## src/design/wavhp_pkg.sv

```systemverilog
`timescale 1ns / 1ps
`default_nettype none
package wavhp_pkg;

  localparam int unsigned OUT_TDATA_W = 232;

  localparam logic [31:0] TAG_RIFF = 32'h4646_4952;
  localparam logic [31:0] TAG_WAVE = 32'h4556_4157;
  localparam logic [31:0] TAG_FMT  = 32'h2074_6D66;
  localparam logic [31:0] TAG_DATA = 32'h6174_6164;

  localparam logic [15:0] FMT_PCM      = 16'd1;
  localparam logic [31:0] FMT_BODY_LEN = 32'd16;
  localparam logic [15:0] BITS_U8      = 16'd8;
  localparam logic [15:0] BITS_MAX     = 16'd32;

  typedef enum logic [2:0] {
    ST_OK         = 3'd0,
    ST_NOT_RIFF   = 3'd1,
    ST_NOT_WAVE   = 3'd2,
    ST_NO_FMT     = 3'd3,
    ST_COMPRESSED = 3'd4,
    ST_TRUNCATED  = 3'd5
  } status_t;

  typedef struct packed {
    logic [7:0] data_byte;
    logic       first_byte;
    logic       end_of_file;
  } in_item_t;

  typedef struct packed {
    status_t     status;
    logic [31:0] riff_size;
    logic [15:0] audio_format;
    logic [15:0] channel_count;
    logic [31:0] sample_rate;
    logic [31:0] byte_rate;
    logic [15:0] block_align;
    logic [15:0] bits_per_sample;
    logic [31:0] data_size;
    logic        signed_samples;
    logic [31:0] half_scale;
  } result_t;

endpackage
`default_nettype wire

```

## src/design/wavhp_in_stage.sv

```systemverilog
`timescale 1ns / 1ps
`default_nettype none
module wavhp_in_stage (
  input  wire logic               clk,
  input  wire logic               rst_n,
  input  wire logic               in_valid,
  output logic                    in_ready,
  input  wire wavhp_pkg::in_item_t in_item,
  output logic                    item_valid,
  output wavhp_pkg::in_item_t     item,
  input  wire logic               take
);

  logic                valid_r;
  logic                valid_nxt;
  wavhp_pkg::in_item_t item_r;

  assign in_ready   = !valid_r || take;
  assign item_valid = valid_r;
  assign item       = item_r;

  always_comb begin
    valid_nxt = valid_r;
    if (in_ready) begin
      valid_nxt = in_valid;
    end
  end

  always_ff @(posedge clk) begin
    if (!rst_n) begin
      valid_r <= 1'b0;
    end else begin
      valid_r <= valid_nxt;
    end
    if (in_valid && in_ready) begin
      item_r <= in_item;
    end
  end

`ifndef SYNTHESIS
  a_take_needs_word: assert property (@(posedge clk) disable iff (!rst_n)
    take |-> valid_r)
    else $error("byte consumed from empty input register");
`endif

endmodule
`default_nettype wire

```

## src/design/wavhp_parse.sv

```systemverilog
`timescale 1ns / 1ps
`default_nettype none
module wavhp_parse (
  input  wire logic                clk,
  input  wire logic                rst_n,
  input  wire logic                item_valid,
  input  wire wavhp_pkg::in_item_t item,
  input  wire logic                out_free,
  output logic                     take,
  output logic                     res_valid,
  output wavhp_pkg::result_t       res
);

  typedef enum logic [3:0] {
    PH_RIFF, PH_RSIZE, PH_WAVE, PH_FMT, PH_FSIZE, PH_FBODY, PH_FSKIP,
    PH_CTAG, PH_CSIZE, PH_CSKIP, PH_DSIZE
  } phase_t;

  phase_t      phase_r, phase_nxt, cur_phase;
  logic [1:0]  bidx_r, bidx_nxt, cur_bidx;
  logic [31:0] shift_r, shift_nxt, cur_shift;
  logic [31:0] skip_r, skip_nxt, cur_skip;
  logic [31:0] fmtr_r, fmtr_nxt, cur_fmtr;
  logic [7:0]  ff_r [16];
  logic [7:0]  ff_nxt [16];
  logic [7:0]  cur_ff [16];
  logic [31:0] size_r, size_nxt, cur_size;
  logic        fin_r, fin_nxt, cur_fin;
  logic [3:0]  bcnt_r, bcnt_nxt, cur_bcnt;

  logic              hit;
  wavhp_pkg::status_t st;
  logic [31:0]       dsize;
  logic              word_done;
  logic [15:0]       bits;
  logic [15:0]       bits_m1;

  always_comb begin
    cur_phase = item.first_byte ? PH_RIFF : phase_r;
    cur_bidx  = item.first_byte ? 2'd0 : bidx_r;
    cur_shift = item.first_byte ? 32'd0 : shift_r;
    cur_skip  = item.first_byte ? 32'd0 : skip_r;
    cur_fmtr  = item.first_byte ? 32'd0 : fmtr_r;
    cur_size  = item.first_byte ? 32'd0 : size_r;
    cur_fin   = item.first_byte ? 1'b0 : fin_r;
    cur_bcnt  = item.first_byte ? 4'd0 : bcnt_r;
    for (int i = 0; i < 16; i++) begin
      cur_ff[i] = item.first_byte ? 8'd0 : ff_r[i];
    end
  end

  always_comb begin
    phase_nxt = cur_phase;
    bidx_nxt  = cur_bidx;
    shift_nxt = cur_shift;
    skip_nxt  = cur_skip;
    fmtr_nxt  = cur_fmtr;
    size_nxt  = cur_size;
    fin_nxt   = cur_fin;
    bcnt_nxt  = cur_bcnt;
    ff_nxt    = cur_ff;
    hit       = 1'b0;
    st        = wavhp_pkg::ST_OK;
    dsize     = 32'd0;
    word_done = 1'b0;
    if (!cur_fin) begin
      if (cur_phase != PH_FBODY && cur_phase != PH_FSKIP && cur_phase != PH_CSKIP) begin
        shift_nxt = {item.data_byte, cur_shift[31:8]};
        word_done = (cur_bidx == 2'd3);
        bidx_nxt  = cur_bidx + 2'd1;
      end
      unique case (cur_phase)
        PH_RIFF: begin
          if (word_done) begin
            if (shift_nxt != wavhp_pkg::TAG_RIFF) begin
              hit = 1'b1;
              st  = wavhp_pkg::ST_NOT_RIFF;
            end else begin
              phase_nxt = PH_RSIZE;
            end
          end
        end
        PH_RSIZE: begin
          if (word_done) begin
            size_nxt  = shift_nxt;
            phase_nxt = PH_WAVE;
          end
        end
        PH_WAVE: begin
          if (word_done) begin
            if (shift_nxt != wavhp_pkg::TAG_WAVE) begin
              hit = 1'b1;
              st  = wavhp_pkg::ST_NOT_WAVE;
            end else begin
              phase_nxt = PH_FMT;
            end
          end
        end
        PH_FMT: begin
          if (word_done) begin
            if (shift_nxt != wavhp_pkg::TAG_FMT) begin
              hit = 1'b1;
              st  = wavhp_pkg::ST_NO_FMT;
            end else begin
              phase_nxt = PH_FSIZE;
            end
          end
        end
        PH_FSIZE: begin
          if (word_done) begin
            fmtr_nxt  = shift_nxt;
            bcnt_nxt  = 4'd0;
            phase_nxt = PH_FBODY;
          end
        end
        PH_FBODY: begin
          ff_nxt[cur_bcnt] = item.data_byte;
          bcnt_nxt         = cur_bcnt + 4'd1;
          if (cur_bcnt == 4'd15) begin
            if ({ff_nxt[1], ff_nxt[0]} != wavhp_pkg::FMT_PCM) begin
              hit = 1'b1;
              st  = wavhp_pkg::ST_COMPRESSED;
            end else if (cur_fmtr > wavhp_pkg::FMT_BODY_LEN) begin
              fmtr_nxt  = cur_fmtr - wavhp_pkg::FMT_BODY_LEN;
              phase_nxt = PH_FSKIP;
            end else begin
              fmtr_nxt  = 32'd0;
              phase_nxt = PH_CTAG;
            end
          end
        end
        PH_FSKIP: begin
          fmtr_nxt = cur_fmtr - 32'd1;
          if (fmtr_nxt == 32'd0) begin
            phase_nxt = PH_CTAG;
          end
        end
        PH_CTAG: begin
          if (word_done) begin
            phase_nxt = (shift_nxt == wavhp_pkg::TAG_DATA) ? PH_DSIZE : PH_CSIZE;
          end
        end
        PH_CSIZE: begin
          if (word_done) begin
            skip_nxt  = shift_nxt;
            phase_nxt = (shift_nxt == 32'd0) ? PH_CTAG : PH_CSKIP;
          end
        end
        PH_CSKIP: begin
          skip_nxt = cur_skip - 32'd1;
          if (skip_nxt == 32'd0) begin
            phase_nxt = PH_CTAG;
          end
        end
        PH_DSIZE: begin
          if (word_done) begin
            hit   = 1'b1;
            st    = wavhp_pkg::ST_OK;
            dsize = shift_nxt;
          end
        end
        default: begin
          phase_nxt = PH_RIFF;
        end
      endcase
      if (!hit && item.end_of_file) begin
        hit = 1'b1;
        st  = wavhp_pkg::ST_TRUNCATED;
      end
      if (hit) begin
        fin_nxt = 1'b1;
      end
    end
  end

  assign take      = item_valid && (!hit || out_free);
  assign res_valid = item_valid && hit && out_free;

  assign bits    = {ff_nxt[15], ff_nxt[14]};
  assign bits_m1 = bits - 16'd1;

  always_comb begin
    res.status          = st;
    res.riff_size       = size_nxt;
    res.audio_format    = {ff_nxt[1], ff_nxt[0]};
    res.channel_count   = {ff_nxt[3], ff_nxt[2]};
    res.sample_rate     = {ff_nxt[7], ff_nxt[6], ff_nxt[5], ff_nxt[4]};
    res.byte_rate       = {ff_nxt[11], ff_nxt[10], ff_nxt[9], ff_nxt[8]};
    res.block_align     = {ff_nxt[13], ff_nxt[12]};
    res.bits_per_sample = bits;
    res.data_size       = dsize;
    res.signed_samples  = (bits != wavhp_pkg::BITS_U8);
    res.half_scale      = (bits != 16'd0 && bits <= wavhp_pkg::BITS_MAX) ?
                          (32'd1 << bits_m1[4:0]) : 32'd0;
  end

  always_ff @(posedge clk) begin
    if (!rst_n) begin
      phase_r <= PH_RIFF;
      bidx_r  <= 2'd0;
      shift_r <= 32'd0;
      skip_r  <= 32'd0;
      fmtr_r  <= 32'd0;
      size_r  <= 32'd0;
      fin_r   <= 1'b0;
      bcnt_r  <= 4'd0;
      for (int i = 0; i < 16; i++) begin
        ff_r[i] <= 8'd0;
      end
    end else if (take) begin
      phase_r <= phase_nxt;
      bidx_r  <= bidx_nxt;
      shift_r <= shift_nxt;
      skip_r  <= skip_nxt;
      fmtr_r  <= fmtr_nxt;
      size_r  <= size_nxt;
      fin_r   <= fin_nxt;
      bcnt_r  <= bcnt_nxt;
      ff_r    <= ff_nxt;
    end
  end

`ifndef SYNTHESIS
  a_done_after_result: assert property (@(posedge clk) disable iff (!rst_n)
    res_valid |=> fin_r)
    else $error("parser not marked finished after result");
  a_raw_phase_aligned: assert property (@(posedge clk) disable iff (!rst_n)
    (phase_r == PH_FBODY || phase_r == PH_FSKIP || phase_r == PH_CSKIP) |-> bidx_r == 2'd0)
    else $error("tag byte index not aligned in raw byte phase");
  a_cskip_nonzero: assert property (@(posedge clk) disable iff (!rst_n)
    (phase_r == PH_CSKIP) |-> skip_r != 32'd0)
    else $error("chunk skip with zero count");
  a_fskip_nonzero: assert property (@(posedge clk) disable iff (!rst_n)
    (phase_r == PH_FSKIP) |-> fmtr_r != 32'd0)
    else $error("fmt skip with zero count");
`endif

endmodule
`default_nettype wire

```

## src/design/wavhp_out_stage.sv

```systemverilog
`timescale 1ns / 1ps
`default_nettype none
module wavhp_out_stage (
  input  wire logic               clk,
  input  wire logic               rst_n,
  input  wire logic               res_valid,
  input  wire wavhp_pkg::result_t res,
  output logic                    out_free,
  output logic                    out_valid,
  input  wire logic               out_ready,
  output wavhp_pkg::result_t      out_res
);

  logic               valid_r;
  logic               valid_nxt;
  wavhp_pkg::result_t res_r;

  assign out_free  = !valid_r || out_ready;
  assign out_valid = valid_r;
  assign out_res   = res_r;

  always_comb begin
    valid_nxt = valid_r;
    if (res_valid) begin
      valid_nxt = 1'b1;
    end else if (out_ready) begin
      valid_nxt = 1'b0;
    end
  end

  always_ff @(posedge clk) begin
    if (!rst_n) begin
      valid_r <= 1'b0;
    end else begin
      valid_r <= valid_nxt;
    end
    if (res_valid) begin
      res_r <= res;
    end
  end

`ifndef SYNTHESIS
  a_no_overwrite: assert property (@(posedge clk) disable iff (!rst_n)
    res_valid |-> (!valid_r || out_ready))
    else $error("result register overwritten while held");
`endif

endmodule
`default_nettype wire

```

## src/design/wav_header_parser.sv

```systemverilog
// wav header parser
// in_*  : one file byte per word. in_tdata[7:0] is the byte, in_tuser marks the
//         first byte of a new file (parse state restarts at that byte), in_tlast
//         marks the last byte of the stream.
// out_* : one word per parsed file, carrying the status, the format fields, the
//         data chunk size, the sample signedness and the half-scale offset.
//         A file ends in exactly one word: on the data size, on a tag or format
//         error, or on in_tlast. Bytes after that are dropped until in_tuser.
// path:   a byte lands in the input register, is parsed from there, and its result
//         word is registered in the output register that drives out_tvalid.
// throughput: one byte per cycle unless a result waits; the whole header update
//         is a single pass through the parse logic between the two registers.
// stall: while a result word waits on out_tready, bytes that make no result
//         keep flowing; only a byte that would make a new result waits in the
//         input register, and in_tready drops behind it.
// reset: rst_n low clears the valid flags of both registers and the parse state
//         to the start of a file; no word is presented until bytes arrive.
`timescale 1ns / 1ps
`default_nettype none
module wav_header_parser (
  input  wire logic                              clk,
  input  wire logic                              rst_n,
  input  wire logic                              in_tvalid,
  output logic                                   in_tready,
  input  wire logic [7:0]                        in_tdata,   // data_byte
  input  wire logic                              in_tuser,   // first_byte
  input  wire logic                              in_tlast,   // end_of_file
  output logic                                   out_tvalid,
  input  wire logic                              out_tready,
  // status, riff_size, audio_format, channel_count, sample_rate, byte_rate,
  // block_align, bits_per_sample, data_size, signed_samples, half_scale, pad
  output logic [wavhp_pkg::OUT_TDATA_W-1:0]      out_tdata
);

  wavhp_pkg::in_item_t in_item;
  wavhp_pkg::in_item_t item;
  wavhp_pkg::result_t  res;
  wavhp_pkg::result_t  out_res;
  logic                item_valid;
  logic                take;
  logic                res_valid;
  logic                out_free;

  assign in_item.data_byte   = in_tdata;
  assign in_item.first_byte  = in_tuser;
  assign in_item.end_of_file = in_tlast;

  wavhp_in_stage u_in (
    .clk        (clk),
    .rst_n      (rst_n),
    .in_valid   (in_tvalid),
    .in_ready   (in_tready),
    .in_item    (in_item),
    .item_valid (item_valid),
    .item       (item),
    .take       (take)
  );

  wavhp_parse u_parse (
    .clk        (clk),
    .rst_n      (rst_n),
    .item_valid (item_valid),
    .item       (item),
    .out_free   (out_free),
    .take       (take),
    .res_valid  (res_valid),
    .res        (res)
  );

  wavhp_out_stage u_out (
    .clk       (clk),
    .rst_n     (rst_n),
    .res_valid (res_valid),
    .res       (res),
    .out_free  (out_free),
    .out_valid (out_tvalid),
    .out_ready (out_tready),
    .out_res   (out_res)
  );

  assign out_tdata = {4'b0000,
                      out_res.half_scale,
                      out_res.signed_samples,
                      out_res.data_size,
                      out_res.bits_per_sample,
                      out_res.block_align,
                      out_res.byte_rate,
                      out_res.sample_rate,
                      out_res.channel_count,
                      out_res.audio_format,
                      out_res.riff_size,
                      3'(out_res.status)};

endmodule
`default_nettype wire

```

## config.mk

```make
export PLATFORM = sky130hd
export DESIGN_NAME = wav_header_parser
export DESIGN_NICKNAME = d
export VERILOG_FILES = /design/src/design/wavhp_pkg.sv /design/src/design/wavhp_in_stage.sv /design/src/design/wavhp_parse.sv /design/src/design/wavhp_out_stage.sv /design/src/design/wav_header_parser.sv
export SDC_FILE = /design/constraint.sdc
export NUM_CORES = 1
export LEC_CHECK = 0
export BUFFER_PORTS_ARGS = -buffer_cell sky130_fd_sc_hd__buf_2
export CAP_MARGIN = 20
export CELL_PAD_IN_SITES_DETAIL_PLACEMENT = 1
export CELL_PAD_IN_SITES_GLOBAL_PLACEMENT = 1
export CORE_UTILIZATION = 41
export CTS_CLUSTER_SIZE = 16
export DETAILED_ROUTE_END_ITERATION = 10
export PLACE_DENSITY_LB_ADDON = 0.1
export SLEW_MARGIN = 40
export SYNTH_ARGS = -nofsm -noshare
export SYNTH_HDL_FRONTEND = slang
export SYNTH_SLANG_ARGS = --single-unit
```

## constraint.sdc

```tcl
create_clock -name clk -period 18.1 [get_ports clk]
set_clock_uncertainty 0.05 [all_clocks]
set_input_delay 1.81 -clock clk [delete_from_list [all_inputs] [get_ports clk]]
set_output_delay 1.81 -clock clk [all_outputs]
set_load 0.005 [all_outputs]
```

# Yosys cells after proc, flatten, opt, wreduce, memory -nomap -nowiden
# Cells that the tools add are included.
# W data, S select, Z words.
# classes
n_eq_ne	21
n_reduce_logical	24
magnitude_cmp	4
muxes	98
n_addsub	6
n_shift	1
n_bitwise	3
# ops
op	count
$mux W32	17
$mux W128	2
$mux W8	17
$bwmux W128	1
$logic_not A32 Y1	3
$pmux W32 S3	1
$mux W4	20
$ne A32 B31 Y1 const B	2
$pmux W32 S2	1
$sub A32 B1 Y32 const B	2
$pmux W4 S11	1
$demux W8 S4	1
$eq A32 B31 Y1 const B	1
$gt A32 B5 Y1 const B	1
$ne A32 B30 Y1 const B	1
$shl A1 B5 Y32 const A	1
$sub A32 B5 Y32 const B	1
$mux W1	22
$mux W3	6
$eq A4 B3 Y1 const B	4
$eq A4 B4 Y1 const B	4
$le A16 B6 Y1 const B	1
$ne A16 B1 Y1 const B	1
$ne A16 B4 Y1 const B	1
other kinds (24)	45
# totals
input_bits	14
out_inout_bits	234
register_bits	507
word_cells	198

# Longest topological paths before layout
# depth
ltp_word	22
ltp_mapped	22
ltp_nobuf	12

# By module
# Synthesis repeated with hierarchy kept, for this count alone.
# unflattened
cells_unflattened	3160
area_unflattened_um2	26670.6
# by_module_without_submodules
module	n_inst	area_per_inst_um2	seq_area_each_um2	cells_per_inst
wavhp_parse	1	19383.6	5345.1	2908
wavhp_out_stage	1	6895.4	6866.6	232
wavhp_in_stage	1	357.8	320.3	15
wav_header_parser	1	33.8	0.0	5

# Least setup slack after synthesis
# Ideal clock, no wire load.
# synth_path
kind	register to register
from	register u_in.item_r, in the netlist u_in.item[1]
to	register u_out.res_r, in the netlist u_out.out_res[0], enable pin
required_ns	16.953
slack_ns	-1.911
n_path_buf	7
setup_ns	1.097
stages_incl_launch_ff	19
period_less_slack_ns	20.011
arrival_time_ns	18.864
cell_sequence	edfxtp_1 > buf_2 > inv_1 > clkbuf_1 > clkbuf_1 > clkbuf_1 > clkbuf_1 > clkbuf_1 > nand2_1 > ha_1 > buf_2 > nor3b_2 > o22a_1 > o22ai_1 > or4_1 > a21oi_1 > nand3_1 > nor2_1 > nor3_1
# synth_via
elab_chain_len	19
word_cells_on_any_way	52
cone_classes	order compare (2); eq/ne (13); mux (28); bitwise (1); reduce/logical (8)
# synth_lines
item	line_no	source
from (decl)	wavhp_in_stage.sv:16	wavhp_pkg::in_item_t item_r;
from (signal assigned)	wavhp_in_stage.sv:36	item_r <= in_item;
$mux W4	wavhp_parse.sv:46	cur_bcnt = item.first_byte ? 4'd0 : bcnt_r;
$not A4 Y5 (not written as such)	wavhp_parse.sv:117	ff_nxt[cur_bcnt] = item.data_byte;
$ge A5 B5 Y1 (not written as such) or $lt A5 B1 Y1 (tied branches)	wavhp_parse.sv:117	
$logic_and A1 B1 Y1 (not written as such)	wavhp_parse.sv:117	
$mux W8 (not written as such)	wavhp_parse.sv:117	
$demux W8 S4	wavhp_parse.sv:117	
$bwmux W128	wavhp_parse.sv:117	
$ne A16 B1 Y1	wavhp_parse.sv:120	if ({ff_nxt[1], ff_nxt[0]} != wavhp_pkg::FMT_PCM) begin
(+3 left out)	-	
$mux W1	wavhp_parse.sv:66	if (!cur_fin) begin
$logic_not A1 Y1	wavhp_parse.sv:166	if (!hit && item.end_of_file) begin
$logic_and A1 B1 Y1	wavhp_parse.sv:166	
$mux W1	wavhp_parse.sv:166	
$mux W1	wavhp_parse.sv:66	
$mux W1 *	wavhp_parse.sv:66	
$logic_and A1 B1 Y1 * (2 in a row)	wavhp_parse.sv:177	assign res_valid = item_valid && hit && out_free;
net res_valid	wav_header_parser.sv:41	logic res_valid;
to (signal assigned)	wavhp_out_stage.sv:38	res_r <= res;
to (decl)	wavhp_out_stage.sv:16	wavhp_pkg::result_t res_r;
# The timed path passes the listed nets; every way through them passes the cells marked *. The select of a mux whose other input is x is not followed.
# A chain may end at the register's enable or synchronous reset.

# Worst setup path in the final report
# layout_path
from	register u_in.item_r, in the netlist u_in.item[1]
to	output port in_tready
# layout_via
elab_chain_len	21
word_cells_on_any_way	54
cone_classes	order compare (2); eq/ne (13); mux (28); bitwise (1); reduce/logical (10)
# layout_lines
item	line_no	source
$mux W4	wavhp_parse.sv:46	
$not A4 Y5 (not written as such)	wavhp_parse.sv:117	
$ge A5 B5 Y1 (not written as such) or $lt A5 B1 Y1 (tied branches)	wavhp_parse.sv:117	
$logic_and A1 B1 Y1 (not written as such)	wavhp_parse.sv:117	
$mux W8 (not written as such)	wavhp_parse.sv:117	
$demux W8 S4	wavhp_parse.sv:117	
$bwmux W128	wavhp_parse.sv:117	
$ne A16 B1 Y1	wavhp_parse.sv:120	
(+5 left out)	-	
$logic_and A1 B1 Y1	wavhp_parse.sv:166	
$mux W1	wavhp_parse.sv:166	
$mux W1	wavhp_parse.sv:66	
$mux W1 *	wavhp_parse.sv:66	
$logic_not A1 Y1 *	wavhp_parse.sv:176	assign take = item_valid && (!hit || out_free);
$logic_or A1 B1 Y1 *	wavhp_parse.sv:176	
$logic_and A1 B1 Y1 *	wavhp_parse.sv:176	
$logic_or A1 B1 Y1 *	wavhp_in_stage.sv:18	assign in_ready = !valid_r || take;
to (decl)	wav_header_parser.sv:24	output logic in_tready,
# Mark *: on every way between the ends. The rest lies on a longest branch, timed or not. The select of a mux whose other input is x is not followed.

==> results_dict.tcl <==
set metrics [dict create \
    status "complete, no violations" \
    wl_per_cell_um 26.1 \
    hold_path_depth 2 \
    slew_viol_final 0 \
    synth_flop_cell "dfxtp_1" \
    pin_count 248 \
    setup_slack_ns 11.02 \
    cts_max_level 2 \
    cts_sinks 507 \
    yosys_warnings 0 \
    clockBufferDepth 3 \
    ctsHoldBuffers 0 \
    worst_hold_slack_ns 0.436 \
    r2r_start "u_in.item[1]" \
    syn_to_final_growth_pct 13.9 \
    fin_nets 2980 \
    drt-pass1-iter-count 5 \
    powerDensity_nw_per_um2 87.3 \
    fillers 7220 \
    maxCapViolations 0 \
    ys_types 95 \
    endpoint_kind "output pin" \
    cts_resized 0 \
    vias 23642 \
    clk_pin_slew_ns 0.06 \
    rows 92 \
    port_buffers 243 \
    path_class "reg -> out" \
    layout-drive-gt1-share 0.184 \
    p_comb_frac 0.087 \
    die_h_um 255 \
    post-cts-setup-buffers 0 \
    gr-usage-met2 0.474 \
    drc 0 \
    grt.overflow.total 0 \
    syn_area_sq_um 26200 \
    fin_setup_tns_ns 0 \
    cts_tree "built" \
    drtIter0Drc 2020 \
    yosysSeqAreaShare 0.477 \
    crit_start "u_in.item[1]" \
    period_needed_ns 7.08 \
    grt_pass1_wl_um 149000 \
    hold_viol 0 \
    power_frac_seq 0.477 \
    wl_um 100000 \
    finalWeightedCongestion 0.941 \
    power.share.switching 0.260 \
    clock_power_share 0.436 \
    arrival_ns 5.22 \
    hp-class "reg -> reg" \
    hpwl_um 68000 \
    max_freq_mhz 141 \
    ys_ff_latch 507 \
    postRouteAntennaNets 0 \
    crit_fanout 54 \
    grt_usage 0.301 \
    grtUsageMet1 0.416 \
    worstPathRequired_ns 16.24 \
    core_area_sq_um 63200 \
    hold_end "u_parse.size_r[17]" \
    post-place-ws_ns 11.72 \
    syn_area_per_cell_sq_um 9.30 \
    grt-busiest-layer "met2" \
    synthCells 2822 \
    vias_per_cell 6.14 \
    rsz0062_at_grt "false" \
    antenna_found_initial 2 \
    min_from "u_parse.size_r[17]" \
    p_leak_uw 0.0108 \
    switching_power_uw 679 \
    fin_crit_sh 0.391 \
    rr_worst_depth 15 \
    fp.dieArea_sq_um 65000 \
    tightest_slew_ns 0.935 \
    clk_latency_ns 0.63 \
    r2r_slack_ns 12.03 \
    grt_max_degree 88 \
    async_reset_ff_frac 0 \
    use_met3 0.0538 \
    layout_common_cells "nor2_1 (480), dfxtp_1 (269), buf_2 (243)" \
    r2r-end "u_out.out_res[210]" \
    die_w_um 255 \
    cts_root_buf "clkbuf_16" \
    slew_headroom 0.371 \
    synth_edf_count 238 \
    numCtsBuffers 56 \
    finalSetupViolCount 0 \
    vdd_drop_max_mv 0.0772 \
    cellInternalPower_uw 1930 \
    grt_pass1_vias 23662 \
    start_util 0.415 \
    final_common_cell "nor2_1" \
    start_kind "flip-flop" \
]
## worst max-delay path, stage by stage, from the launching register on
cell and delay [ns]:
edfxtp_1 0.32, buf_4 0.52, inv_6 0.29, nand2_1 0.24, ha_1 0.35, nor3b_2 0.36, nor2_1 0.13, a221o_1 0.41
or4_1 0.77, a21oi_1 0.29, nand3_1 0.13, nor2_1 0.32, nor2_1 0.18, nand2_1 0.12, buf_2 0.12
## metal layers
layer  vias to the layer above  wire length (um)  part of all wire
li1                      10605                 -                 -
met1                     11960             44900              0.45
met2                       893             45500              0.45
met3                       182              6840             0.068
met4                         2              3090             0.031
met5                         -                13           0.00013
## state kept, by name (all words and copies together), names as in the netlist
register         cells
u_parse.skip_r      32
u_parse.shift_r     32
u_parse.ff_r       128
u_parse.size_r      32
u_parse.bidx_r       2
u_in.item_valid      1
u_parse.phase_r      4
u_parse.fmtr_r      32
u_out.out_res      228
u_parse.bcnt_r       4
u_parse.fin_r        1
u_out.out_valid      1
u_in.item           10
## cells in the mapped netlist (12+ instances only)
cell       count  area, sq um
or4_1         13         97.6
nor3_1        76          380
o2bb2ai_1     15          131
inv_1         39          146
a21oi_1      136          681
o211ai_1      12         90.1
xor2_1        16          140
buf_4         13         97.6
nor4_1        53          332
a31o_2        97          850
buf_1         16         60.1
nand4_1       23          144
clkbuf_1     164          616
o21ai_0       97          485
a31oi_1       29          181
a221oi_1      13          114
edfxtp_1     238         7150
nand3_1       76          380
or2_2         12         75.1
nand2b_1      17          106
o22ai_1       29          181
a21o_1        17          128
a22o_1        28          245
buf_6         18          203
o31ai_1       13         97.6
dfxtp_1      269         5390
or3_1         18          113
and3_1        28          175
xnor2_1       31          272
mux2i_1      190         1900
a22oi_1       21          158
nand2_1      223          837
nor2b_1       37          231
nor2_1       484         1820
buf_2         27          135
a211oi_1      28          210
## cell type report
class / count / area (sq um) / area share
inverter: 39 / 156 / 0.00523
clock buffer: 74 / 1520 / 0.0509
tap: 846 / 1060 / 0.0354
antenna: 2 / 5.00 / 0.000167
timing repair buffer: 311 / 1760 / 0.0589
multi-input combinational: 2040 / 12600 / 0.421
clock inverter: 31 / 284 / 0.00950
sequential: 507 / 12500 / 0.419
## worst max-delay path by stage
stage	to	slack, ns
final	in_tready	11.02
after global routing	in_tready	10.78
after CTS	in_tready	11.04
after detailed placement	in_tready	11.72
after global placement	u_out.out_res[201]	11.53
after floorplan	u_out.out_res[0]	5.10
## power by group through the flow
| stage | sequential [uW] | clock [uW] | combinational [uW] |
|---|---|---|---|
| floorplan | 1270 | 0 | 140 |
| global placement | 1270 | 0 | 219 |
| detailed placement | 1270 | 0 | 223 |
| CTS | 1250 | 1160 | 224 |
| global route | 1250 | 1200 | 242 |
| finish | 1250 | 1140 | 226 |
## kinds of logic after synthesis
logic type,Yosys count,synth area share
xor+xnor,48,0.0167
compound gates,652,0.176
simple gates,1130,0.202
buf+inv,278,0.0481
flops,507,0.477
mux,195,0.0746
fa+ha+maj,11,0.00524
other cells,1,0.000143
## through the flow
step	utilization	std cells	power [uW]	area, sq um
3_5_place_dp	0.444	3743	1490	28100
3_3_place_gp	0.443	3741	1490	28000
4_1_cts	0.472	3848	2630	29900
5_1_grt	0.473	3848	2690	29900
6_report	0.473	3850	2610	29900
2_1_floorplan	-	2825	1410	26300
No activity file was read; power rests on OpenSTA's default activity.
